==> src/akrt_pkg.sv <==
package akrt_pkg;

  localparam int SAMPLE_BITS  = 12;
  localparam int KEY_BITS     = 4;
  localparam int MM_BITS      = 6;
  localparam int MM_FULL      = 40;
  localparam int CFG_IDX_BITS = 2;
  // power of two, so the queue pointers wrap on their own
  localparam int QUEUE_DEPTH  = 2;

  typedef logic [SAMPLE_BITS-1:0] sample_t;

  localparam sample_t SAMPLE_MAX = '1;

  localparam logic [CFG_IDX_BITS-1:0] CFG_ACTUATION  = 2'd0;
  localparam logic [CFG_IDX_BITS-1:0] CFG_RELEASE    = 2'd1;
  localparam logic [CFG_IDX_BITS-1:0] CFG_RAPID      = 2'd2;
  localparam logic [CFG_IDX_BITS-1:0] CFG_SENSITIVITY = 2'd3;

  localparam logic [MM_BITS-1:0] ACTUATION_RESET   = 6'd20;
  localparam logic [MM_BITS-1:0] RELEASE_RESET     = 6'd15;
  localparam logic [MM_BITS-1:0] SENSITIVITY_RESET = 6'd3;

  typedef enum logic [0:0] {
    OP_SAMPLE    = 1'b0,
    OP_CALIBRATE = 1'b1
  } op_t;

  typedef struct packed {
    op_t                 operation;
    logic [KEY_BITS-1:0] key;
    sample_t             reading;
    sample_t             bound_low;
    sample_t             bound_high;
  } in_item_t;

  typedef struct packed {
    logic [KEY_BITS-1:0] key_out;
    logic                pressed;
    sample_t             average;
  } out_item_t;

  typedef struct packed {
    logic [MM_BITS-1:0] actuation_point;
    logic [MM_BITS-1:0] release_point;
    logic               rapid_mode;
    logic [MM_BITS-1:0] sensitivity;
  } cfg_t;

  typedef enum logic [2:0] {
    S_IDLE,
    S_FETCH,
    S_RING,
    S_SCALE,
    S_DONE
  } back_state_t;

endpackage

==> src/akrt_queue.sv <==
module akrt_queue import akrt_pkg::*; (
  input  logic     clk,
  input  logic     rst,
  input  logic     push_valid,
  output logic     push_ready,
  input  in_item_t push_data,
  output logic     pop_valid,
  input  logic     pop,
  output in_item_t pop_data
);

  localparam int PTR_W = (QUEUE_DEPTH > 1) ? $clog2(QUEUE_DEPTH) : 1;

  in_item_t         slot [QUEUE_DEPTH];
  logic [PTR_W-1:0] wr_ptr;
  logic [PTR_W-1:0] rd_ptr;
  logic [PTR_W:0]   count;
  logic             do_push;
  logic             do_pop;

  assign push_ready = count != (PTR_W + 1)'(QUEUE_DEPTH);
  assign pop_valid  = count != '0;
  assign do_push    = push_valid && push_ready;
  assign do_pop     = pop && pop_valid;
  assign pop_data   = slot[rd_ptr];

  always_ff @(posedge clk) begin
    if (rst) begin
      wr_ptr <= '0;
      rd_ptr <= '0;
      count  <= '0;
    end else begin
      if (do_push) begin
        wr_ptr <= wr_ptr + 1'b1;
      end
      if (do_pop) begin
        rd_ptr <= rd_ptr + 1'b1;
      end
      if (do_push && !do_pop) begin
        count <= count + 1'b1;
      end else if (do_pop && !do_push) begin
        count <= count - 1'b1;
      end
    end
  end

  always_ff @(posedge clk) begin
    if (do_push) begin
      slot[wr_ptr] <= push_data;
    end
  end

  assert property (@(posedge clk) disable iff (rst)
    count <= (PTR_W + 1)'(QUEUE_DEPTH))
    else $error("queue: fill level beyond depth");

endmodule

==> config.mk <==
export PLATFORM = sky130hd
export DESIGN_NAME = akrt_queue
export DESIGN_NICKNAME = d
export VERILOG_FILES = /design/src/akrt_pkg.sv /design/src/akrt_queue.sv
export SDC_FILE = /design/constraint.sdc
export NUM_CORES = 1
export LEC_CHECK = 0
export ABC_AREA = 1
export BUFFER_PORTS_ARGS = -buffer_cell sky130_fd_sc_hd__buf_4
export CAP_MARGIN = 20
export CELL_PAD_IN_SITES_DETAIL_PLACEMENT = 0
export CELL_PAD_IN_SITES_GLOBAL_PLACEMENT = 2
export CORE_MARGIN = 3
export CORE_UTILIZATION = 41
export CTS_CLUSTER_SIZE = 12
export DETAILED_ROUTE_END_ITERATION = 10
export PLACE_DENSITY = 0.89
export SYNTH_ARGS = -nofsm -noshare
export SYNTH_HDL_FRONTEND = slang
export SYNTH_SLANG_ARGS = --single-unit
==> constraint.sdc <==
create_clock -name clk -period 7.38 [get_ports clk]
set_clock_uncertainty 0.15 [all_clocks]
set_input_delay 1.476 -clock clk [delete_from_list [all_inputs] [get_ports clk]]
set_output_delay 1.476 -clock clk [all_outputs]
set_load 0.1 [all_outputs]
== Word-level counts from Yosys, hierarchy flattened ==
Memory sizes are Yosys's and may differ from the RTL's. A register that Yosys moved wholly into a read port is not among the register bits.
Index checks and enable logic that the tools add are counted.

* Register bits after elaboration: 4
* RAM bits: 82
* Input bits: 45
* Logic and storage cells: 23
* Memories: 1

{| class="wikitable"
|+ Memories
! name !! depth !! width !! read ports !! clocked after memory_dff !! write ports !! RTL line !! RTL
|-
| slot || 2 || 41 || 1 || 1 || 1 || akrt_queue.sv:14 || <nowiki>in_item_t slot [QUEUE_DEPTH];</nowiki>
|}

* Add/sub/neg operators: 4
* Eq/ne operators: 1
* Mux-type cells: 6
* Reductions and logical operators: 8

{| class="wikitable"
|+ Operators with widths
! cell !! number
|-
| $logic_and A1 B1 Y1 || 4
|-
| $mux W1 || 4
|-
| $mux W2 || 2
|-
| $reduce_bool A2 Y1 || 2
|-
| $add A1 B1 Y1 const B || 2
|-
| $add A2 B1 Y2 const B || 1
|-
| $logic_not A1 Y1 || 2
|-
| $ne A2 B2 Y1 const B || 1
|-
| $sub A2 B1 Y2 const B || 1
|}

== Longest topological paths before layout ==
* Depth in word-level cells: 6
* Depth in mapped cells: 11

== Worst setup path after synthesis ==
No wires, ideal clock.

* Kind: input to register
* Start: input port push_valid
* End: memory slot[0][0] (netlist name), enable pin
* Data arrival time: 3,347 ps
* Required time: 6,790 ps
* Slack: 3,443 ps
* Stages: 2
* Cell sequence: nand2_1 > nor2_1

* Cells in the longest elaborated chain, start to end: 3

{| class="wikitable"
|+ Ends and longest elaborated chain
! element !! RTL line !! RTL
|-
| from (decl) || akrt_queue.sv:4 || <nowiki>input logic push_valid,</nowiki>
|-
| $logic_and A1 B1 Y1 || akrt_queue.sv:23 || <nowiki>assign do_push = push_valid && push_ready;</nowiki>
|-
| $mux W1 || akrt_queue.sv:48 || <nowiki>if (do_push) begin</nowiki>
|-
| $mux W1 (not written as such) || akrt_queue.sv:49 || <nowiki>slot[wr_ptr] <= push_data;</nowiki>
|-
| to (decl) || akrt_queue.sv:14 ||
|}

Every way passes these cells.

==> metrics.csv <==
stage;metric;value;unit
die;die-area;0.00943;mm2
place;dp.final_hpwl;3.77;mm
finish;drive_above_1_share;56.0;%
worst_setup_path;worst-path-max-fanout;41;
routing;wire_per_inst;14.8;um
worst_setup_path;cp-end-kind;primary output;
power_and_ir_drop;total_power;1930;uW
timing;finalSetupTns;0;ns
worst_setup_path;cp_common_cell;buf_4;
finish;mostFrequentLayoutCells;88 x buf_4, 82 x edfxtp_1, 40 x mux2_4;
worst_setup_path;cpMaxStageDelayCell;buf_4;
finish;syn_to_final_growth;29.8;%
clocking;clk_pin_slew_worst_paths;0.08;ns
timing;worst_slew_pin_slew;0.748;ns
routing;post_drt_via_cell_ratio;4.56;
synthesis;synthCells;165;
power_and_ir_drop;leakage;0.00176;uW
synthesis;yosys.area.top_type;edfxtp_1;
routing;via_count;1679;
clocking;cts_setup_buffers;0;
global_routing;grt_max_degree;42;
synthesis;synthTopCellsByArea;edfxtp_1 72%, mux2_4 18%, dfxtp_1 2.9%;
place;gp_congestion;0.699;
worst_setup_path;critPathLaunchType;flop;
timing;setup_viol;0;
synthesis;ys_ff_latch;87;
global_routing;grt_pass1_vias;1724;
timing;slew_headroom;50.2;%
timing;rsz0062_at_grt;false;
clocking;cts_buffer_depth;2;
global_routing;grt_use_total;11.9;%
synthesis;yosys_warnings;0;
synthesis;yosysTopAreaCellShare;72.3;%
routing;drt-pass1-iter-count;4;
synthesis;yosysUniqueCellTypes;14;
clocking;cts_tree;done;
clocking;clock_latency;0.33;ns
die;die_w;97.1;um
routing;wirelength;5.45;mm
worst_setup_path;criticalPathCategory;reg2out;
synthesis;ys_seq_area_share;75.3;%
timing;final.min_clock_period;3.53;ns
die;initial_utilization;43.2;%
synthesis;synth_area;0.00340;mm2
clocking;htree_levels;3;
global_routing;grt_pass1_wl;8.62;mm
clocking;hold_buffers;0;
place;port_buffers;87;
timing;timing.fmax;283;MHz
global_routing;antenna_found_initial;0;
clocking;cts_sinks;87;
worst_setup_path;crit_family;buffers and inverters;
synthesis;avgSynthCellArea;20.6;um2
hold_path;worstHoldPathType;reg2reg;
die;num_rows;32;
outcome;status;finished, final reports clean;
worst_setup_path;arrival;1.91;ns
routing;ant_nets;0;
hold_path;hp-start;rd_ptr;
synthesis;syn-num-nets;211;
clocking;cts-root-buf;clkbuf_8;
worst_setup_path;crit_required;5.75;ns
finish;antenna_cells;0;
clocking;cts_buffers;9;
die;fp.dieH;97.1;um
routing;drc;0;
worst_setup_path;crit_buf_inv;2;
power_and_ir_drop;p_per_area;436;mW/mm2
global_routing;grt_overflow;0;
die;ios;88;
timing;finalCritPeriodShare;47.9;%
timing;slew_viol_final;0;
clocking;ctsResizeCount;0;
worst_setup_path;timing.rr.start;count[0];
power_and_ir_drop;irDropWorstVdd;262;uV
finish;fillers;598;
finish;layout_commonest_cell;buf_4;
worst_setup_path;max_stage_delay;0.57;ns
routing;first_iter_violations;42;
die;core;0.00789;mm2
finish;nNetsFinal;307;
timing;finalHoldViolCount;0;
job;drv_cap;0;
worst_setup_path;path_cells;buf_4 -> mux2_2 -> buf_4;
==> layout make-up <==
class                           instances  area (um2)  share of cell area (%)
Clock buffer                           10         128                    2.89
Clock inverter                          6         118                    2.66
Inverter                                8        30.0                   0.680
Multi-Input combinational cell         65         736                    16.7
Sequential cell                        87        2560                    58.0
Tap cell                              102         128                    2.89
Timing Repair Buffer                   90         716                    16.2
==> synthesized netlist by cell type <==
library cell	count
nand3_1	2
mux2_4	40
buf_6	1
buf_12	4
dfxtp_1	5
nor2_1	7
nand2_1	9
inv_1	8
nand4_1	1
o21ai_0	2
mux2_2	1
a21oi_1	2
edfxtp_1	82
ha_1	1
==> per-stage QoR <==
stage	util [%]	setup slack, ns	hold slack [ns]	area (um2)	std cells
2_1_floorplan	-	3.44	0.315	3400	165
3_3_place_gp	52.2	4.17	0.333	4120	350
3_5_place_dp	52.9	4.21	0.351	4170	352
4_1_cts	56.0	3.82	0.367	4420	368
5_1_grt	56.0	3.76	0.400	4420	368
6_report	56.0	3.85	0.361	4420	368
==> report_power, final <==
group | internal (uW) | leakage (uW) | switching (uW)
registers | 624 | 0.000807 | 18.8
logic | 233 | 0.000831 | 666
clock network | 228 | 0.000119 | 159
total | 1080 | 0.00176 | 844
==> logic make-up after synthesis <==
logic type                 count (synthesis)  share of synthesized area [%]
DFF                                       87                           75.3
muxes                                     41                           18.0
and+or+nand+nor                           19                           2.24
buffers and inverters                     13                           3.56
AOI/OAI and AO/OA                          4                          0.588
adders and majority gates                  1                          0.367
==> tightest hold or removal path: cells and delay by family, from the launching register on <==
family | cells | cell delay, ns
flip-flops | 1 | 0.34
AND/OR/NAND/NOR | 1 | 0.09
AO/OA/AOI/OAI | 1 | 0.05
==> metal layers <==
layer	GRT usage [%]	wire length, um	up-vias
met5	0	0	-
met4	5.51	87	0
met3	4.45	438	8
met2	18.8	2680	54
met1	14.6	2250	802
li1	-	-	815
==> sequential cells by signal, indices dropped and copies added (netlist names), named ones only <==
register / count
wr_ptr: 1
slot: 82
count: 2
rd_ptr: 1
==> worst paths after layout <==
path	end	slack (ns)	cells past startpoint
setup reg to reg	slot[0][29]	5.45	5
hold / removal	rd_ptr	0.36	2
hold reg to reg	rd_ptr	0.36	2
setup / recovery	pop_data[20]	3.85	3
Power figures use the tool's default switching activity.
