<file path="src/akrt_pkg.sv">
package akrt_pkg;

  localparam int SAMPLE_BITS  = 12;
  localparam int KEY_BITS     = 4;
  localparam int MM_BITS      = 6;
  localparam int MM_FULL      = 40;
  localparam int CFG_IDX_BITS = 2;
  // power of two, so the queue pointers wrap on their own
  localparam int QUEUE_DEPTH  = 2;

  typedef logic [SAMPLE_BITS-1:0] sample_t;

  localparam sample_t SAMPLE_MAX = '1;

  localparam logic [CFG_IDX_BITS-1:0] CFG_ACTUATION  = 2'd0;
  localparam logic [CFG_IDX_BITS-1:0] CFG_RELEASE    = 2'd1;
  localparam logic [CFG_IDX_BITS-1:0] CFG_RAPID      = 2'd2;
  localparam logic [CFG_IDX_BITS-1:0] CFG_SENSITIVITY = 2'd3;

  localparam logic [MM_BITS-1:0] ACTUATION_RESET   = 6'd20;
  localparam logic [MM_BITS-1:0] RELEASE_RESET     = 6'd15;
  localparam logic [MM_BITS-1:0] SENSITIVITY_RESET = 6'd3;

  typedef enum logic [0:0] {
    OP_SAMPLE    = 1'b0,
    OP_CALIBRATE = 1'b1
  } op_t;

  typedef struct packed {
    op_t                 operation;
    logic [KEY_BITS-1:0] key;
    sample_t             reading;
    sample_t             bound_low;
    sample_t             bound_high;
  } in_item_t;

  typedef struct packed {
    logic [KEY_BITS-1:0] key_out;
    logic                pressed;
    sample_t             average;
  } out_item_t;

  typedef struct packed {
    logic [MM_BITS-1:0] actuation_point;
    logic [MM_BITS-1:0] release_point;
    logic               rapid_mode;
    logic [MM_BITS-1:0] sensitivity;
  } cfg_t;

  typedef enum logic [2:0] {
    S_IDLE,
    S_FETCH,
    S_RING,
    S_SCALE,
    S_DONE
  } back_state_t;

endpackage

</file>
<file path="src/akrt_front.sv">
module akrt_front import akrt_pkg::*; #(
  parameter int KEYS = 16
) (
  input  logic     clk,
  input  logic     rst,
  input  logic     in_valid,
  output logic     in_stall,
  input  in_item_t in_data,
  output logic     cmd_valid,
  output in_item_t cmd,
  input  logic     cmd_ready
);

  logic key_ok;
  logic in_take;
  logic cmd_valid_next;

  assign key_ok   = int'(in_data.key) < KEYS;
  assign in_stall = cmd_valid && !cmd_ready;
  assign in_take  = in_valid && !in_stall;

  // drop keys outside the array here; they never reach the back end
  always_comb begin
    cmd_valid_next = cmd_valid && !cmd_ready;
    if (in_take) begin
      cmd_valid_next = key_ok;
    end
  end

  always_ff @(posedge clk) begin
    if (rst) begin
      cmd_valid <= 1'b0;
    end else begin
      cmd_valid <= cmd_valid_next;
    end
  end

  always_ff @(posedge clk) begin
    if (in_take) begin
      cmd <= in_data;
    end
  end

  assert property (@(posedge clk) disable iff (rst)
    cmd_valid && !cmd_ready |=> cmd_valid && $stable(cmd))
    else $error("front: command changed while waiting for the queue");

endmodule

</file>
<file path="config.mk">
export PLATFORM = sky130hd
export DESIGN_NAME = akrt_front
export DESIGN_NICKNAME = d
export VERILOG_FILES = /design/src/akrt_pkg.sv /design/src/akrt_front.sv
export SDC_FILE = /design/constraint.sdc
export NUM_CORES = 1
export LEC_CHECK = 0
export BUFFER_PORTS_ARGS = -buffer_cell sky130_fd_sc_hd__buf_2
export CAP_MARGIN = 25
export CORE_MARGIN = 2
export CORE_UTILIZATION = 43
export DETAILED_ROUTE_END_ITERATION = 8
export PLACE_DENSITY = 0.83
export SETUP_SLACK_MARGIN = 0.15
export SYNTH_ARGS = -nofsm -noshare
export SYNTH_HDL_FRONTEND = slang
export SYNTH_SLANG_ARGS = --single-unit
</file>
<file path="constraint.sdc">
create_clock -name clk -period 7.5 [get_ports clk]
set_input_delay 1.125 -clock clk [delete_from_list [all_inputs] [get_ports clk]]
set_output_delay 1.125 -clock clk [all_outputs]
set_load 0.1 [all_outputs]
</file>
* Word-level counts from Yosys, hierarchy flattened
Cells that the tools add are included.
W data, S select, Z words.
** Storage, ports and cells
- Memory bits (writable) :: 0
- Word-level logic and storage cells :: 11
- Bits in latches :: 0
- Bits of input ports :: 45
- Output and inout bits :: 43
- Register bits :: 42
- ROM bits :: 0
- Memories kept :: 0
** Cells by class
- Order comparisons :: 0
- Muxes and demuxes :: 1
- Add/sub/neg operators :: 0
- Shifts and indexed selects :: 0
- Divide/modulo/power cells :: 0
- Multipliers :: 0
- Equality and inequality tests :: 0
- Bitwise gates (word level) :: 0
- Reduce and logical (&&, ||, !) cells :: 4
** Operator list (count)
- $logic_and A1 B1 Y1 :: 2
- $logic_not A1 Y1 :: 2
- $mux W1 :: 1

* Depth between registers and ports, before layout
Gate-level depths: netlist of the first run.
- Word-level depth :: 5
- Mapped depth :: 2
- Gate-level depth less buffers :: 2

* Worst setup path after synthesis of the first run
Ideal clock, no wire load.
- Path type :: input port to flip-flop
- Start point :: input port cmd_ready
- End point :: register cmd[0] (netlist name) (enable)
- Stages :: 2
- Path buffers :: 0
- Data arrival time :: 3116 ps
- Library setup time :: 444 ps
- Required time :: 7056 ps
- Setup slack :: 3941 ps
- Path through :: nor2b_4 nor2b_1
** On the way
- Word-level cells in the longest chain between the ends :: 4
** RTL lines
- from (decl) :: line akrt_front.sv:11 : input logic cmd_ready
- $logic_not A1 Y1 :: line akrt_front.sv:19 : assign in_stall = cmd_valid && !cmd_ready;
- $logic_and A1 B1 Y1 :: line akrt_front.sv:19
- $logic_not A1 Y1 :: line akrt_front.sv:20 : assign in_take = in_valid && !in_stall;
- $logic_and A1 B1 Y1 :: line akrt_front.sv:20
- net in_take :: line akrt_front.sv:15 : logic in_take;
- to (signal assigned) :: line akrt_front.sv:40 : cmd <= in_data;
- to (decl) :: line akrt_front.sv:10 : output in_item_t cmd,
The timed path passes the listed nets, and every way through them passes these cells.
A chain may end at the register's enable or synchronous reset.

* Final worst setup path of the first run
- Start point :: input port cmd_ready
- End point :: output port in_stall
** On the way
- Word-level cells in the longest chain between the ends :: 2
** RTL lines
- $logic_not A1 Y1 :: line akrt_front.sv:19
- $logic_and A1 B1 Y1 :: line akrt_front.sv:19
- to (decl) :: line akrt_front.sv:7 : output logic in_stall,
Every way passes these cells.

==> impl_metrics.ini, run 1 <==
[run_status]
status = finished with violations
failed_checks = design-rule violations

[clock_network]
cts_hold_buffers = 0
cts_max_path_buffers = 2
cts.clk_slew.worst_paths_ns = 0.12
clk_latency_ns = 0.34
numCtsBuffers = 5
clock_sinks = 42
ctsResizeCount = 0
cts_setup_buffers = 0
cts_root_buffer = clkbuf_4
cts_max_level = 2
cts_tree = yes

[run]
max-cap-violations = 0

[yosys]
synthTopCellsByArea = edfxtp_1 96%, dfxtp_1 1.6%, nor2b_4 1.1%
syn_avg_cell_area_sq_um = 28.5
ys_seq_area_frac = 0.977
synthDistinctLibCells = 5
synth_top_area_frac = 0.961
synth_cells = 45
synth_nets = 90
ys_seq_elements = 42
synth_top_cell_by_area = edfxtp_1
syn-cell-area_sq_um = 1280
yosysWarnings = 0

[routing]
drt_first_iter_violations = 22
wire_per_inst_microns = 14.0
vias = 787
drc_errors = 4
wl_mm = 2.40
first_pass_iters = 6
ant_nets = 0
via_per_inst = 4.58

[global_route]
grt_pass1_wl_mm = 3.31
gr-total-overflow = 0
antenna_found_initial = 0
grt_max_degree = 42
grtUsageTotal = 0.140
grt_pass1_vias = 762

[timing]
max_freq_ghz = 0.336
tightest_slew_ns = 0.504
tns_ns = 0
fin_crit_ns = 2.97
worst_slew_margin_rel = 0.667
setup_viol = 0
hold_ws_ns = 0.675
fin_skew_ns = 0.0143
fin_crit_sh = 0.397
finalHoldViolations = 0
rsz0062_at_grt = no
drv_slew = 0

[cells_and_area]
final_cell_mix = 87 x buf_2, 41 x edfxtp_1, 5 x clkbuf_4
final_nets = 185
n_antenna_cell = 0
layout_commonest_cell = buf_2
area_growth_pct = 43.5
layout-drive-gt1-share = 0.688
fillerInstances = 211

[placement]
io_buffers = 87
hpwl_mm = 1.81
place.gp.congestion = 0.659

[worst_setup_path]
cp_slowest_cell = buf_2
r2r-end = cmd[17]
crit_fanout = 3
path_buf_inv = 2
rr_worst_depth = 3
crit_type = in2out
cp_top_family = buffers and inverters
end_kind = output pin
worstPathRequired_ns = 6.38
max_stage_delay_ns = 0.45
r2r_setup_slack_ns = 6.12
cp_common_cell = buf_2
cp-start-kind = input port
arrival_ns = 1.85
cp_cell_sequence = buf_2, nor2b_4, buf_2
r2r_start = cmd_valid

[floorplan]
die_w_microns = 58.6
initial_core_util = 0.457
ioPinCount = 88
die_area_sq_um = 3430
core_sq_um = 2810
rows = 19
die_h_microns = 58.6

[power]
leakage_nw = 0.813
peakVddDrop_mv = 0.200
powerDensity_nw_per_um2 = 277

[hold_path]
worstHoldStart = cmd_valid
hold_path.class = reg2reg
hold_depth = 2
holdPathEnd = cmd_valid
[per-layer routing]
layer / up-vias / share of wire / track usage / wire [microns]
met5: - / 0 / 0 / 0
met4: 0 / 0.013 / 0.0779 / 31
met1: 357 / 0.33 / 0.148 / 802
met3: 5 / 0.11 / 0.0593 / 267
li1: 368 / - / - / -
met2: 57 / 0.54 / 0.234 / 1300
[worst register-to-register path, cell delays in order, from the launching register on]
cell and delay, ns:
dfxtp_1 0.34, nor2b_4 0.14, nor2b_4 0.35, buf_12 0.25
[cells by family after synthesis]
group / count (synthesis) / synth area share
DFF: 42 / 0.977
and+or+nand+nor: 2 / 0.0156
AOI/OAI and AO/OA: 1 / 0.00781
[synthesized netlist by cell type, drive strengths merged]
master,count
o21ba,1
nor2b,2
edfxtp,41
dfxtp,1
[registers in the layout, indices dropped and copies added, names as in the netlist]
name / count
cmd_valid: 1
cmd: 41
[power breakdown]
part	total (W)	internal [W]	switching, W
clock network	0.000104	0.0000369	0.0000668
logic	0.000130	0.0000189	0.000111
registers	0.000277	0.000273	0.00000308
[how the worst max path moves through the flow]
stage                   start        to  slack, ns  cells after the start
finish              cmd_ready  in_stall       4.53                      3
floorplan           cmd_ready    cmd[0]       3.94                      2
global placement    cmd_ready  in_stall       4.56                      3
global route        cmd_ready  in_stall       4.52                      3
CTS                 cmd_ready  in_stall       4.52                      3
detailed placement  cmd_ready  in_stall       4.53                      3
[stage by stage]
stage | utilization | total power (W) | cell area, sq um | cells | setup slack [ns]
6_report | 0.655 | 0.000510 | 1840 | 172 | 4.53
5_1_grt | 0.655 | 0.000529 | 1840 | 172 | 4.52
4_1_cts | 0.648 | 0.000513 | 1820 | 171 | 4.52
3_5_place_dp | 0.628 | 0.000411 | 1760 | 163 | 4.53
3_3_place_gp | 0.628 | 0.000409 | 1760 | 163 | 4.56
2_1_floorplan | - | 0.000386 | 1280 | 45 | 3.94
[cell type report]
type	count	area, sq um	area share
flip-flops and latches	42	1250	0.681
repair buffers	88	455	0.248
clock buffers	6	41.3	0.0225
well taps	31	38.8	0.0211
multi-input cells	3	37.5	0.0204
clock inverters	2	13.8	0.00749
Note: power is estimated with default switching activity, not from simulation.
==> inputs of run 2 (changes only) <==
--- a/config.mk
+++ b/config.mk
@@ -8,9 +8,9 @@
 export BUFFER_PORTS_ARGS = -buffer_cell sky130_fd_sc_hd__buf_2
 export CAP_MARGIN = 25
 export CORE_MARGIN = 2
-export CORE_UTILIZATION = 43
+export CORE_UTILIZATION = 36
 export DETAILED_ROUTE_END_ITERATION = 8
-export PLACE_DENSITY = 0.83
+export PLACE_DENSITY = 0.74
 export SETUP_SLACK_MARGIN = 0.15
 export SYNTH_ARGS = -nofsm -noshare
 export SYNTH_HDL_FRONTEND = slang
==> constraint.sdc (replaced) <==
create_clock -name clk -period 2.6 [get_ports clk]
set_input_delay 0.39 -clock clk [delete_from_list [all_inputs] [get_ports clk]]
set_output_delay 0.39 -clock clk [all_outputs]
set_load 0.1 [all_outputs]
==> run 2 against run 1 <==
Compared with the run above:
- critical path type is now reg2out
- critical path depth is 1 lower
- largest cell class unchanged
- clock-buffer cell count stayed put
- critical endpoint unchanged
- the flow now finishes without violations
- combinational power grew to 2.9 times the previous value
==> impl_metrics.ini, run 2 (same netlist as run 1, synthesis figures left out) <==
[routing]
wire_per_inst_microns = 12.1
drc_errors = 0
vias = 785
wl_mm = 2.26
met3_length_microns = 321
drt_first_iter_violations = 22
ant_nets = 0
met1_length_microns = 801
via_per_inst = 4.20
first_pass_iters = 2
met2_length_mm = 1.08
routed.top_layer = met4

[cells_and_area]
final_cell_mix = 87 x buf_2, 41 x edfxtp_1, 5 x clkbuf_4
largest_register_ff_count = 41
fillerInstances = 273
area_growth_pct = 46.8
final_nets = 185
layout_commonest_cell = buf_2
top_regs = cmd: 41 flops, cmd_valid: 1 flops
fin_cells = 187
n_antenna_cell = 0
multi_input_area_sq_um = 37.5
top_register = cmd
layout-drive-gt1-share = 0.688
seq_area_sq_um = 1250

[power]
powerDensity_nw_per_um2 = 833
leakage_nw = 0.819
intPower_w = 0.00105
switching_share = 0.332
pwr-share-clk = 0.253
p_sw_w = 0.000521
p_comb_frac = 0.238
seq_power_share = 0.509
peakVddDrop_mv = 0.524

[placement]
io_buffers = 87
place.gp.congestion = 0.694
dp.cells = 179

[floorplan]
die_area_sq_um = 4050
ioPinCount = 88
die_h_microns = 63.7
rows = 21
initial_core_util = 0.378
core_sq_um = 3390
die_w_microns = 63.7

[global_route]
grt_pass1_wl_mm = 3.33
grtUsageTotal = 0.118
gr-total-overflow = 0
antenna_found_initial = 0
grt_max_degree = 27
grt_pass1_vias = 810

[worst_setup_path]
crit_type = reg2out
r2r_setup_slack_ns = 1.20
r2r-end = cmd[31]
cp-start-kind = flip-flop
arrival_ns = 1.31
rr_worst_depth = 3
end_kind = output pin
r2r_start = cmd_valid
worstPathRequired_ns = 2.21
crit_fanout = 3

[timing]
tns_ns = 0
setup_viol = 0
max_freq_ghz = 0.587
worst_slew_margin_rel = 0.671
drv_slew = 0
rsz0062_at_grt = no
finalHoldViolations = 0
fin_crit_sh = 0.656
fin_crit_ns = 1.70
fin_skew_ns = 0.0110
tightest_slew_ns = 0.497

[clock_network]
ctsResizeCount = 0
cts_max_path_buffers = 2
clock_sinks = 42
numCtsBuffers = 5
cts_tree = yes
cts_hold_buffers = 0
cts.clk_slew.worst_paths_ns = 0.12
cts_root_buffer = clkbuf_4
cts_max_level = 2
clk_latency_ns = 0.34
cts_setup_buffers = 0

[hold_path]
worstHoldStart = in_data[20]
holdPathEnd = cmd[20]
hold_depth = 1
hold_path.class = in2reg

[run_status]
status = completed

[run]
max-cap-violations = 0
==> run 2: worst max-delay path by stage <==
stage,start,end,slack [ns]
4_1_cts,cmd_valid,in_stall,0.86
2_1_floorplan,cmd_valid,cmd[0],0.29
6_report,cmd_valid,in_stall,0.90
3_5_place_dp,cmd_ready,cmd[4],1.09
3_3_place_gp,cmd_ready,cmd[25],1.13
5_1_grt,cmd_valid,in_stall,0.82
==> run 2: power groups by stage <==
stage	logic, W	registers, W	clock network [W]
6_report	0.000373	0.000798	0.000397
5_1_grt	0.000383	0.000801	0.000432
4_1_cts	0.000375	0.000799	0.000412
3_5_place_dp	0.000375	0.000814	0
3_3_place_gp	0.000372	0.000812	0
2_1_floorplan	0.0000214	0.00109	0
==> run 2: final cells by class <==
cell class | count | share of cell area
clock buffer | 6 | 0.0220
clock inverter | 2 | 0.0200
multi-input combinational | 3 | 0.0200
sequential | 42 | 0.665
tap | 46 | 0.0306
timing repair buffer | 88 | 0.242
==> run 2: through the flow <==
step                      hold WS (ns)  setup WS, ns  cell area (sq um)   util  power, W
after detailed placement         0.568          1.09               1800  0.532   0.00119
after CTS                        0.186         0.860               1880  0.555   0.00159
after global placement           0.567          1.13               1800  0.532   0.00118
final                            0.210         0.895               1880  0.555   0.00157
after global routing             0.182         0.815               1880  0.555   0.00162
after floorplan                  0.489         0.290               1290      -   0.00111
==> run 2: critical path: stages (launching register included) <==
cell	delay (ns)
dfxtp_1	0.35
nor2b_4	0.18
buf_2	0.44
==> run 2: metal layers <==
metal  vias to the layer above  GRT usage
li1                        368          -
met1                       352      0.111
met2                        60      0.182
met3                         5     0.0732
met4                         0     0.0978
met5                         -          0
==> inputs of run 3 (changes only) <==
--- a/config.mk
+++ b/config.mk
@@ -8,9 +8,9 @@
 export BUFFER_PORTS_ARGS = -buffer_cell sky130_fd_sc_hd__buf_2
 export CAP_MARGIN = 25
 export CORE_MARGIN = 2
-export CORE_UTILIZATION = 36
+export CORE_UTILIZATION = 40
 export DETAILED_ROUTE_END_ITERATION = 8
-export PLACE_DENSITY = 0.74
+export PLACE_DENSITY = 0.78
 export SETUP_SLACK_MARGIN = 0.15
 export SYNTH_ARGS = -nofsm -noshare
 export SYNTH_HDL_FRONTEND = slang
==> constraint.sdc (replaced) <==
create_clock -name clk -period 1.7 [get_ports clk]
set_input_delay 0.255 -clock clk [delete_from_list [all_inputs] [get_ports clk]]
set_output_delay 0.255 -clock clk [all_outputs]
set_load 0.1 [all_outputs]
==> run 3 against run 2 <==
Compared with the run above:
- via count is 1.9% lower
- final area fell by 1.1%
- flip-flop and latch count unchanged
==> impl_metrics.ini, run 3 (same netlist as run 1, synthesis figures left out) <==
[power]
leakage_nw = 0.810
powerDensity_nw_per_um2 = 1210
peakVddDrop_mv = 0.603

[cells_and_area]
layout_commonest_cell = buf_2
area_growth_pct = 45.1
final_nets = 185
n_antenna_cell = 0
fin_cells = 185
top_regs = cmd: 41 flops, cmd_valid: 1 flops
largest_register_ff_count = 41
top_register = cmd
layout-drive-gt1-share = 0.695
final_cell_mix = 86 x buf_2, 41 x edfxtp_1, 5 x clkbuf_4

[clock_network]
numCtsBuffers = 5
cts_max_level = 2
cts_setup_buffers = 0
clk_latency_ns = 0.34
cts_root_buffer = clkbuf_4
cts_max_path_buffers = 2
clock_sinks = 42
cts.clk_slew.worst_paths_ns = 0.12
cts_tree = yes

[hold_path]
hold_path.class = in2reg

[run]
max-cap-violations = 0

[routing]
drc_errors = 0
first_pass_iters = 4
routed.top_layer = met4
met3_length_microns = 386
wl_mm = 2.27
via_per_inst = 4.16
wire_per_inst_microns = 12.3
ant_nets = 0
met1_length_microns = 754
vias = 770
drt_first_iter_violations = 17
met2_length_mm = 1.07

[timing]
fin_skew_ns = 0.00874
rsz0062_at_grt = no
drv_slew = 0
max_freq_ghz = 0.696
hold_ws_ns = 0.0815
tightest_slew_ns = 0.499
finalHoldViolations = 0
worst_slew_margin_rel = 0.670
fin_crit_ns = 1.44
fin_crit_sh = 0.845
setup_viol = 0

[run_status]
status = completed

[floorplan]
ioPinCount = 88
rows = 20
die_h_microns = 60.6
initial_core_util = 0.420
die_w_microns = 60.6
core_sq_um = 3050
die_area_sq_um = 3670

[global_route]
grt_max_degree = 42
grtUsageTotal = 0.132
grt_pass1_wl_mm = 3.12
gr-total-overflow = 0
grt_pass1_vias = 747
antenna_found_initial = 0

[placement]
dp.cells = 177
place.gp.congestion = 0.686
io_buffers = 87

[worst_setup_path]
crit_fanout = 3
worstPathRequired_ns = 1.44
cp-start-kind = flip-flop
crit_type = reg2out
end_kind = output pin
arrival_ns = 1.18
[run 3: per-layer routing]
metal | vias up | GRT usage
met1 | 338 | 0.108
met5 | - | 0
li1 | 369 | -
met3 | 5 | 0.139
met4 | 0 | 0.0839
met2 | 58 | 0.190
[run 3: critical path, cell delays in order, from the launching register on]
cell and delay (ns):
dfxtp_4 0.36, nor2b_4 0.18, buf_4 0.31
[run 3: per-stage QoR]
stage	setup TNS, ns	cell area, sq um	setup slack (ns)	util	total power [W]
floorplan	-4.45	1290	-0.109	-	0.00170
global placement	0	1800	0.497	0.591	0.00181
detailed placement	0	1800	0.481	0.591	0.00182
CTS	0	1860	0.244	0.609	0.00227
global route	0	1860	0.196	0.609	0.00233
finish	0	1860	0.263	0.609	0.00224
[run 3: cell type report]
| class | count | area (sq um) |
|---|---|---|
| clock buffers | 5 | 37.5 |
| multi-input cells | 3 | 37.5 |
| clock inverters | 3 | 16.3 |
| fillers | 240 | 1190 |
| repair buffers | 88 | 458 |
| flip-flops and latches | 42 | 1250 |
| well taps | 44 | 55.1 |
[run 3: what timing repair did]
| item | 4_1_cts | 5_1_grt |
|---|---|---|
| hold buffers | 0 | 0 |
| resized for setup | 1 | 0 |
| setup endpoints to repair | 1 | 0 |
[run 3: path summary, 6_finish.rpt]
check / slack, ns / end / start / cells past startpoint
worst min register to register: 0.68 / cmd_valid / cmd_valid / 2
worst max-delay path: 0.26 / in_stall / cmd_valid / 2
worst max register to register: 0.55 / cmd[38] / cmd_valid / 3
worst min-delay path: 0.08 / cmd[19] / in_data[19] / 1
[run 3: power by group]
part | switching, W | internal [W] | total, W
Sequential | 0.0000127 | 0.00121 | 0.00122
Combinational | 0.000488 | 0.0000842 | 0.000572
Clock | 0.000297 | 0.000154 | 0.000451
