===== config.mk =====
export PLATFORM = sky130hd
export DESIGN_NAME = akrt_back
export DESIGN_NICKNAME = d
export VERILOG_FILES = /design/src/akrt_pkg.sv /design/src/akrt_ram.sv /design/src/akrt_back.sv
export SDC_FILE = /design/constraint.sdc
export NUM_CORES = 2
export LEC_CHECK = 0
export BUFFER_PORTS_ARGS = -buffer_cell sky130_fd_sc_hd__buf_2
export CAP_MARGIN = 10
export CORE_MARGIN = 5
export CORE_UTILIZATION = 35
export DETAILED_ROUTE_END_ITERATION = 6
export PLACE_DENSITY = 0.6
export RECOVER_POWER = 50
export SYNTH_ARGS = -nofsm -noshare
export SYNTH_HDL_FRONTEND = slang
export SYNTH_SLANG_ARGS = --single-unit
export TNS_END_PERCENT = 1

===== constraint.sdc =====
create_clock -name clk -period 29.9 [get_ports clk]
set_input_delay 5.98 -clock clk [delete_from_list [all_inputs] [get_ports clk]]
set_output_delay 5.98 -clock clk [all_outputs]
set_load 0.01 [all_outputs]

===== src/akrt_pkg.sv =====
package akrt_pkg;

  localparam int SAMPLE_BITS  = 12;
  localparam int KEY_BITS     = 4;
  localparam int MM_BITS      = 6;
  localparam int MM_FULL      = 40;
  localparam int CFG_IDX_BITS = 2;
  // power of two, so the queue pointers wrap on their own
  localparam int QUEUE_DEPTH  = 2;

  typedef logic [SAMPLE_BITS-1:0] sample_t;

  localparam sample_t SAMPLE_MAX = '1;

  localparam logic [CFG_IDX_BITS-1:0] CFG_ACTUATION  = 2'd0;
  localparam logic [CFG_IDX_BITS-1:0] CFG_RELEASE    = 2'd1;
  localparam logic [CFG_IDX_BITS-1:0] CFG_RAPID      = 2'd2;
  localparam logic [CFG_IDX_BITS-1:0] CFG_SENSITIVITY = 2'd3;

  localparam logic [MM_BITS-1:0] ACTUATION_RESET   = 6'd20;
  localparam logic [MM_BITS-1:0] RELEASE_RESET     = 6'd15;
  localparam logic [MM_BITS-1:0] SENSITIVITY_RESET = 6'd3;

  typedef enum logic [0:0] {
    OP_SAMPLE    = 1'b0,
    OP_CALIBRATE = 1'b1
  } op_t;

  typedef struct packed {
    op_t                 operation;
    logic [KEY_BITS-1:0] key;
    sample_t             reading;
    sample_t             bound_low;
    sample_t             bound_high;
  } in_item_t;

  typedef struct packed {
    logic [KEY_BITS-1:0] key_out;
    logic                pressed;
    sample_t             average;
  } out_item_t;

  typedef struct packed {
    logic [MM_BITS-1:0] actuation_point;
    logic [MM_BITS-1:0] release_point;
    logic               rapid_mode;
    logic [MM_BITS-1:0] sensitivity;
  } cfg_t;

  typedef enum logic [2:0] {
    S_IDLE,
    S_FETCH,
    S_RING,
    S_SCALE,
    S_DONE
  } back_state_t;

endpackage


===== src/akrt_ram.sv =====
module akrt_ram #(
  parameter int WIDTH = 8,
  parameter int DEPTH = 16,
  localparam int AW = (DEPTH > 1) ? $clog2(DEPTH) : 1
) (
  input  logic             clk,
  input  logic             we,
  input  logic [AW-1:0]    waddr,
  input  logic [WIDTH-1:0] wdata,
  input  logic [AW-1:0]    raddr,
  output logic [WIDTH-1:0] rdata
);

  logic [WIDTH-1:0] mem [DEPTH];

  always_ff @(posedge clk) begin
    if (we) begin
      mem[waddr] <= wdata;
    end
    rdata <= mem[raddr];
  end

endmodule


===== src/akrt_back.sv =====
module akrt_back import akrt_pkg::*; #(
  parameter int KEYS    = 16,
  parameter int AVG_LEN = 15
) (
  input  logic      clk,
  input  logic      rst,
  input  cfg_t      cfg,
  input  logic      head_valid,
  output logic      pop,
  input  in_item_t  head,
  output logic      out_valid,
  input  logic      out_stall,
  output out_item_t out_data
);

  localparam int KEY_AW     = (KEYS > 1) ? $clog2(KEYS) : 1;
  localparam int POS_W      = (AVG_LEN > 1) ? $clog2(AVG_LEN) : 1;
  localparam int RING_DEPTH = KEYS * AVG_LEN;
  localparam int RING_AW    = (RING_DEPTH > 1) ? $clog2(RING_DEPTH) : 1;
  localparam int SUM_W      = SAMPLE_BITS + $clog2(AVG_LEN);
  // floor(x / AVG_LEN) = (x * AVG_MUL) >> AVG_SH, exact for every x below 2**SUM_W
  localparam int AVG_SH     = SUM_W + $clog2(AVG_LEN);
  localparam int AVG_MUL_W  = SUM_W + 1;
  localparam logic [AVG_MUL_W-1:0] AVG_MUL =
    AVG_MUL_W'((64'd1 << AVG_SH) / AVG_LEN + 1);
  // distance scaling: mm * (hi - lo) / MM_FULL, truncated toward zero
  localparam int DIFF_W     = SAMPLE_BITS + 1;
  localparam int PROD_W     = DIFF_W + MM_BITS + 1;
  localparam int MAG_W      = SAMPLE_BITS + MM_BITS;
  localparam int MM_SH      = MAG_W + $clog2(MM_FULL);
  localparam int MM_MUL_W   = MAG_W + 1;
  localparam logic [MM_MUL_W-1:0] MM_MUL =
    MM_MUL_W'((64'd1 << MM_SH) / MM_FULL + 1);
  localparam int Q_W        = MAG_W + MM_MUL_W - MM_SH;
  localparam int CL_W       = Q_W + 2;

  typedef struct packed {
    sample_t low;
    sample_t high;
  } cal_t;

  typedef struct packed {
    logic [SUM_W-1:0] sum;
    logic [POS_W-1:0] pos;
    logic             filled;
    sample_t          ext;
    logic             pressed;
  } key_state_t;

  function automatic logic signed [Q_W:0] div_mm(input logic signed [PROD_W-1:0] p);
    logic [MAG_W-1:0]          mag;
    logic [MAG_W+MM_MUL_W-1:0] wide;
    logic [Q_W-1:0]            q;
    mag  = p[PROD_W-1] ? MAG_W'(-p) : MAG_W'(p);
    wide = (MAG_W + MM_MUL_W)'(mag) * (MAG_W + MM_MUL_W)'(MM_MUL);
    q    = wide[MM_SH +: Q_W];
    return p[PROD_W-1] ? -$signed({1'b0, q}) : $signed({1'b0, q});
  endfunction

  function automatic sample_t sat_sample(input logic signed [CL_W-1:0] v);
    sample_t r;
    if (v < 0) begin
      r = '0;
    end else if (v > $signed(CL_W'(SAMPLE_MAX))) begin
      r = SAMPLE_MAX;
    end else begin
      r = v[SAMPLE_BITS-1:0];
    end
    return r;
  endfunction

  back_state_t state, state_next;

  logic [KEY_AW-1:0]  head_key;
  logic [KEY_AW-1:0]  cur_key;
  sample_t            cur_reading;
  logic [KEYS-1:0]    st_valid;
  logic [KEYS-1:0]    cal_valid;
  logic               st_ok;
  logic               cal_ok;

  key_state_t         st_rdata, st_wdata, ks, ks_adv, ks_q;
  logic               st_we;
  cal_t               cal_rdata, cal_wdata;
  logic               cal_we;
  sample_t            ring_rdata;
  logic               ring_we;
  logic [RING_AW-1:0] ring_addr, ring_addr_q;

  logic [POS_W-1:0]   pos_next;
  sample_t            lo, hi, lo_q;
  logic signed [DIFF_W-1:0] diff_q;

  sample_t            old_sample;
  logic [SUM_W-1:0]   sum_new, sum_new_q;
  logic [MM_BITS-1:0] mm_b;
  logic signed [PROD_W-1:0] prod_a, prod_b, prod_a_q, prod_b_q;

  logic [SUM_W+AVG_MUL_W-1:0] avg_prod;
  logic [SAMPLE_BITS:0]       avg_quot;
  logic signed [CL_W-1:0]     lo_b;
  sample_t            act_val, thr_val;
  sample_t            avg_q, act_q, thr_q;

  sample_t            rel_lim, up_lim, ext_new;
  logic               now;
  logic               out_load;

  assign head_key = KEY_AW'(head.key);

  // control
  always_comb begin
    state_next = state;
    pop        = 1'b0;
    cal_we     = 1'b0;
    ring_we    = 1'b0;
    st_we      = 1'b0;
    out_load   = 1'b0;
    case (state)
      S_IDLE: begin
        if (head_valid) begin
          pop = 1'b1;
          if (head.operation == OP_CALIBRATE) begin
            cal_we = 1'b1;
          end else begin
            state_next = S_FETCH;
          end
        end
      end
      S_FETCH: begin
        state_next = S_RING;
      end
      S_RING: begin
        ring_we    = 1'b1;
        state_next = S_SCALE;
      end
      S_SCALE: begin
        state_next = S_DONE;
      end
      S_DONE: begin
        // hold the finished key until the output register is free
        if (!out_valid || !out_stall) begin
          out_load   = 1'b1;
          st_we      = 1'b1;
          state_next = S_IDLE;
        end
      end
      default: begin
        state_next = S_IDLE;
      end
    endcase
  end

  // fetch: unwritten keys read as their reset values
  always_comb begin
    ks       = st_ok ? st_rdata : '0;
    lo       = cal_ok ? cal_rdata.low : '0;
    hi       = cal_ok ? cal_rdata.high : SAMPLE_MAX;
    pos_next = (ks.pos == POS_W'(AVG_LEN - 1)) ? '0 : ks.pos + 1'b1;
    ks_adv     = ks;
    ks_adv.pos = pos_next;
    ring_addr  = RING_AW'(int'(cur_key) * AVG_LEN + int'(pos_next));
  end

  // ring update: the slot about to be overwritten holds zero until the ring has wrapped once
  always_comb begin
    old_sample = ks_q.filled ? ring_rdata : '0;
    sum_new    = ks_q.sum - SUM_W'(old_sample) + SUM_W'(cur_reading);
    mm_b       = cfg.rapid_mode ? cfg.sensitivity : cfg.release_point;
    prod_a     = PROD_W'($signed({1'b0, cfg.actuation_point})) * PROD_W'(diff_q);
    prod_b     = PROD_W'($signed({1'b0, mm_b})) * PROD_W'(diff_q);
  end

  // scale: mean and thresholds
  always_comb begin
    avg_prod = (SUM_W + AVG_MUL_W)'(sum_new_q) * (SUM_W + AVG_MUL_W)'(AVG_MUL);
    avg_quot = avg_prod[AVG_SH +: SAMPLE_BITS + 1];
    lo_b     = cfg.rapid_mode ? '0 : $signed(CL_W'(lo_q));
    act_val  = sat_sample(CL_W'(div_mm(prod_a_q)) + $signed(CL_W'(lo_q)));
    thr_val  = sat_sample(CL_W'(div_mm(prod_b_q)) + lo_b);
  end

  // decide: thr_q is the sensitivity in rapid mode, the release point otherwise
  always_comb begin
    rel_lim = sat_sample($signed(CL_W'(ks_q.ext)) - $signed(CL_W'(thr_q)));
    up_lim  = sat_sample($signed(CL_W'(ks_q.ext)) + $signed(CL_W'(thr_q)));
    now     = ks_q.pressed;
    ext_new = ks_q.ext;
    if (cfg.rapid_mode) begin
      if (ks_q.pressed) begin
        if (avg_q < rel_lim) begin
          ext_new = avg_q;
          now     = 1'b0;
        end else begin
          now = 1'b1;
          if (avg_q > ks_q.ext) begin
            ext_new = avg_q;
          end
        end
      end else begin
        if (avg_q > up_lim && avg_q > act_q) begin
          ext_new = avg_q;
          now     = 1'b1;
        end else begin
          now = 1'b0;
          if (avg_q < ks_q.ext) begin
            ext_new = avg_q;
          end
        end
      end
    end else begin
      now = ks_q.pressed ? (avg_q > thr_q) : (avg_q > act_q);
    end
    st_wdata.sum     = sum_new_q;
    st_wdata.pos     = ks_q.pos;
    st_wdata.filled  = ks_q.filled || (ks_q.pos == '0);
    st_wdata.ext     = ext_new;
    st_wdata.pressed = now;
    cal_wdata.low    = head.bound_low;
    cal_wdata.high   = head.bound_high;
  end

  always_ff @(posedge clk) begin
    if (rst) begin
      state     <= S_IDLE;
      st_valid  <= '0;
      cal_valid <= '0;
      out_valid <= 1'b0;
    end else begin
      state <= state_next;
      if (cal_we) begin
        cal_valid[head_key] <= 1'b1;
      end
      if (st_we) begin
        st_valid[cur_key] <= 1'b1;
      end
      if (out_load) begin
        out_valid <= 1'b1;
      end else if (!out_stall) begin
        out_valid <= 1'b0;
      end
    end
  end

  always_ff @(posedge clk) begin
    case (state)
      S_IDLE: begin
        cur_key     <= head_key;
        cur_reading <= head.reading;
        st_ok       <= st_valid[head_key];
        cal_ok      <= cal_valid[head_key];
      end
      S_FETCH: begin
        ks_q        <= ks_adv;
        lo_q        <= lo;
        diff_q      <= $signed({1'b0, hi}) - $signed({1'b0, lo});
        ring_addr_q <= ring_addr;
      end
      S_RING: begin
        sum_new_q <= sum_new;
        prod_a_q  <= prod_a;
        prod_b_q  <= prod_b;
      end
      S_SCALE: begin
        avg_q <= avg_quot[SAMPLE_BITS-1:0];
        act_q <= act_val;
        thr_q <= thr_val;
      end
      default: begin
      end
    endcase
    if (out_load) begin
      out_data.key_out <= KEY_BITS'(cur_key);
      out_data.pressed <= now;
      out_data.average <= avg_q;
    end
  end

  akrt_ram #(
    .WIDTH ($bits(key_state_t)),
    .DEPTH (KEYS)
  ) u_state_ram (
    .clk   (clk),
    .we    (st_we),
    .waddr (cur_key),
    .wdata (st_wdata),
    .raddr (head_key),
    .rdata (st_rdata)
  );

  akrt_ram #(
    .WIDTH ($bits(cal_t)),
    .DEPTH (KEYS)
  ) u_cal_ram (
    .clk   (clk),
    .we    (cal_we),
    .waddr (head_key),
    .wdata (cal_wdata),
    .raddr (head_key),
    .rdata (cal_rdata)
  );

  akrt_ram #(
    .WIDTH (SAMPLE_BITS),
    .DEPTH (RING_DEPTH)
  ) u_ring_ram (
    .clk   (clk),
    .we    (ring_we),
    .waddr (ring_addr_q),
    .wdata (cur_reading),
    .raddr (ring_addr),
    .rdata (ring_rdata)
  );

  assert property (@(posedge clk) disable iff (rst)
    state == S_FETCH |-> $past(state) == S_IDLE)
    else $error("back: fetch entered without a popped sample");

  assert property (@(posedge clk) disable iff (rst)
    state == S_SCALE |-> !avg_quot[SAMPLE_BITS])
    else $error("back: mean exceeds sample range");

  assert property (@(posedge clk) disable iff (rst)
    out_load |=> out_valid && state == S_IDLE)
    else $error("back: result load did not complete the sample");

endmodule


After elaboration in Yosys (flattened, before gate mapping) --
Memory sizes are Yosys's and may differ from the RTL's. A register that Yosys moved wholly into a read port is not among the register bits. Cells that the tools add are included. W data, S select, Z words.
Storage, ports and cells: output and inout port bits 19, logic and storage cells 142, flip-flop bits (word level) 230, memories 3, bits in writable memories 3808
Memories:
- u_ring_ram.mem | words 240, width 12, rd ports 1, clocked after memory_dff 1, wr ports 1, RTL line akrt_ram.sv:14 | logic [WIDTH-1:0] mem [DEPTH];
- u_state_ram.mem | words 16, width 34, rd ports 1, clocked after memory_dff 1, wr ports 1, RTL line akrt_ram.sv:14
- u_cal_ram.mem | words 16, width 24, rd ports 1, clocked after memory_dff 1, wr ports 1, RTL line akrt_ram.sv:14
Cells by class: bitwise operators 2, multipliers 6, magnitude comparators 18, equal/unequal tests 9, multiplexer cells 56, add/sub/neg operators 13, reduce and logical (&&, ||, !) cells 10
Operators with widths (count):
- $mux W12 | 16
- $mul A18 B19 Y37 const B | 2
- $mux W18 | 3
- $gt A12 B12 Y1 | 4
- $mul A7 B13 Y20 | 2
- $neg A18 Y18 | 2
- $or A16 B16 Y16 | 2
- $mul A16 B16 Y31 const B | 1
- $add A14 B13 Y15 | 2
- $gt A15 B13 Y1 const B | 2
- $lt A15 B1 Y1 const B | 2
- $mux W14 | 2
- $neg A13 Y14 | 2
- $lt A13 B1 Y1 const B | 2
- $sub A12 B12 Y13 | 2
- $mux W1 | 25
- $lt A12 B12 Y1 | 2
- $add A16 B12 Y16 | 1
- $sub A16 B12 Y16 | 1
- $pmux W3 S5 | 1
- $add A12 B12 Y13 | 1
- $gt A13 B12 Y1 const B | 1
- $gt A13 B13 Y1 const B | 1
- $lt A4 B5 Y1 const B | 2
- 21 further kinds | 33

Depth between registers and ports, before layout --
depth after elaboration 9, depth in mapped cells 44, depth with buffers taken out 43

Modules after synthesis --
Synthesis repeated with hierarchy kept, for this count alone.
Unflattened totals: cell total of the unflattened synthesis 9896, area total of the unflattened synthesis 180973.6 um^2
By module, submodules not included:
- akrt_ram at u_ring_ram | times used 1, seq. area each 86723.2 um^2, cells each 4936, area an instance 111506.9 um^2
- akrt_back | times used 1, seq. area each 6486.2 um^2, cells each 3436, area an instance 33459.6 um^2
- akrt_ram at u_state_ram | times used 1, seq. area each 17016.3 um^2, cells each 888, area an instance 21076.5 um^2
- akrt_ram at u_cal_ram | times used 1, seq. area each 12011.5 um^2, cells each 636, area an instance 14930.6 um^2

Least setup slack after synthesis --
OpenSTA, ideal clock, no wires.
kind in2out, start in head_valid, end out pop, data arrival time 6172 ps, slack 17748 ps, buffers on the path 0, cell stages on the path 1, cells stage by stage and2_1
Between the ends: cells in the longest elaborated chain, start to end 2
Ends and longest elaborated chain:
- start: declaration | RTL line akrt_back.sv:8 | input logic head_valid,
- $mux W1 | RTL line akrt_back.sv:121 | if (head_valid) begin
- $mux W1 | RTL line akrt_back.sv:119 | case (state)
- end: declaration | RTL line akrt_back.sv:9 | output logic pop,
No other way between the ends.

Final worst setup path --
Same ends and word-level chain as after synthesis.

==> run metrics <==
Final nets=10685; clk buf depth=4; CP Class=in -> out; average size of a mapped cell=between 15 and 20 µm²; cell area after layout=~200000 µm²; die area=528000 µm²; Critical Path AT=6.44 ns; count of unique library cells instantiated by Yosys=89; crit path time final=12.42 ns; Syn Nets=~10000; Clock transition at path regs=about 0.06 ns; CP endpoint kind=output port; Routed wire per std cell=about 26 µm; Seq cells post-synth=~4100; setup tns final=0 ns; Synth Warn #=0; Synth Area in Simple Gates=0.0303; CORE AREA=approximately 510000 µm²; starting density of the core=0.351; post-CTS sizing=0; RSZ-0062 raised after global routing=no; outcome=finished with violations; CTS root buf=clkbuf_16; Slew HR=-5.67; largest net degree at the start of global routing=between 200 and 250; Tightest Hold Check Type=reg -> reg; vias in the first global route=~90000; Clk Latency, worst-skew pair=just over 1 ns; antenna viol nets, final=0; final hold vios=0; top-area cell type share of the netlist area=0.669; Worst EP required=approximately 24 ns; multiplexer share of the synthesized area=0.157; via count=about 89000; Pre-antenna DRT Iters=6; via/cell ratio=approximately 5.3; CP peak stage delay=around 0.20 ns; number of synthesized flops with an enable pin=4000; CP Buf/Inv Count=2; Clock Sinks=about 4100; GR peak layer=met2; list of most frequent post-synthesis cells=edfxtp_1 (4000), mux4_2 (1229), inv_1 (683); met3 Use GR=0.0237; main combinational cell family by area after synthesis=multiplexers; TritonCTS clock tree=yes; Largest delay share family, worst path=buffers and inverters; Layout area overhead=12.5%; Seq/Total Area, Yosys=0.680; total gr overflow=0; top-level port count=between 80 and 90; most numerous cell in the Yosys netlist=edfxtp_1; Num CTS Buffers=roughly 400; fraction of registers with async set/reset=0; Cell Area, Synth=~180000 µm²; global-route wire length before repair=642000 µm; Crit-path slowest cell=and2_1; Vert. Die Dim=around 730 µm; MaxCap Viol Count=50; Rows=around 260; Max Clock Skew=0.118 ns; Yosys top cell by area=edfxtp_1; Register Area=122000 µm²; Worst setup SP type=primary input; Final Max Tran Viols=2707; Synth Area in Compound Gates=0.0193; setup bufs post-CTS=0; CP Max Fanout=4; Die W=between 700 and 800 µm; Routed WL=between 400000 and 500000 µm; Synth Area in XOR/XNOR=0.00911; Post-DP Area=around 190000 µm²; GR Util met1=0.229; failing checks=capacitance limit, slew limit; final setup vio count=0; period utilization=0.415; utilization after layout=0.394; Most common cell on crit path=buf_2; PortBufs=between 80 and 90; largest cells by area after synthesis=edfxtp_1 (67%), mux4_2 (15%), ha_1 (4.2%); met2 GRT Util=0.266; initial DRC count=8309; layout cell share with drive strength beyond 1=0.219; dpl hpwl=272000 µm; area of the multi-input gates=about 54000 µm²; crit-path cells=buf_2 -> and2_1 -> buf_2; number of fill cells=about 45000; Top FF cell, synth=edfxtp_1; Post-Synthesis Cells=between 9000 and 10000; GRT Total Usage=0.163; htree depth=5; Synth Area in Adders=0.0809; GPL Wtd Cong=0.826; FMAX=between 0.08 and 0.09 GHz; initial antenna violation count=22; CTS Hold Bufs=0; Worst Max-Slew Pin Slew=approximately 10 ns; # DRC=0
[layout make-up]
class | count | area share
Antenna cell | 9 | 0.000111
Clock buffer | 497 | 0.0516
Clock inverter | 227 | 0.0118
Inverter | 684 | 0.0127
Multi-Input combinational cell | 4084 | 0.265
Sequential cell | 4106 | 0.605
Tap cell | 6757 | 0.0418
Timing Repair Buffer | 400 | 0.0120
[through the flow]
stage / setup WS (ns) / std cells / hold WS, ns
4_1_cts: 17.50 / 16739 / 0.473
6_report: 17.48 / 16764 / 0.468
5_1_grt: 17.47 / 16757 / 0.495
3_3_place_gp: 17.52 / 15998 / 0.444
2_1_floorplan: 17.75 / 9259 / 0.426
3_5_place_dp: 17.51 / 16015 / 0.459
[state kept, by name (all words and copies together), names as in the netlist, 17 cells and up]
name,cells
u_ring_ram.mem,2880
u_state_ram.mem,544
u_cal_ram.mem,384
ks_q,34
u_state_ram.rdata,34
u_cal_ram.rdata,24
prod_a_q,19
prod_b_q,19
out_data,17
[layout by cell type, fill, tap and decap left out, types with 37 or more instances in the layout]
cell type and instances:
clkbuf_1 239, dfxtp_1 106, edfxtp_1 4000, xor2_1 48, clkbuf_16 397, buf_2 78, buf_4 144, fa_1 352
inv_1 683, mux4_2 1229, a21o_1 57, clkinv_1 75, nor2_1 390, nand2b_1 54, nor3_1 48, nand2_1 250
and2_1 95, xnor2_1 132, bufinv_16 37, ha_1 595, clkinv_2 70, nor2b_1 84, o21ai_0 104, a21oi_1 140
[worst register-to-register path, delay by kind of cell, from the launching register on]
kind / cells / cell delay (ns)
AO/OA/AOI/OAI: 11 / 3.22
AND/OR/NAND/NOR: 9 / 2.55
buffers and inverters: 5 / 0.53
XOR/XNOR: 2 / 0.58
flip-flops: 1 / 0.59
adder cells (fa/ha/maj): 9 / 3.79
[layer usage]
layer	vias up	wire [µm]
met5	-	51
met4	6	10900
met3	581	27400
met2	2971	213000
met1	47744	188000
li1	37371	-
[cell families (layout without fill, tap and decap cells)]
family          count (synthesis)  in the layout
simple gates                 1144           1144
buf+inv                      1069           1808
xor+xnor                      186            186
mux                          1281           1281
compound gates                523            523
fa+ha+maj                     950            950
flops                        4106           4106
other cells                     0              9
[worst paths after layout]
kind / start / end / slack [ns] / depth (start not counted)
setup / recovery: head_valid / pop / 17.48 / 3
hold / removal: cal_valid[10] / cal_valid[10] / 0.47 / 2
setup reg to reg: prod_b_q[0] / thr_q[0] / 18.43 / 36
hold reg to reg: cal_valid[10] / cal_valid[10] / 0.47 / 2
Power is left out: the tool's default activity adds up to more than one toggle a clock period on the data nets, which glitch-free logic cannot reach.
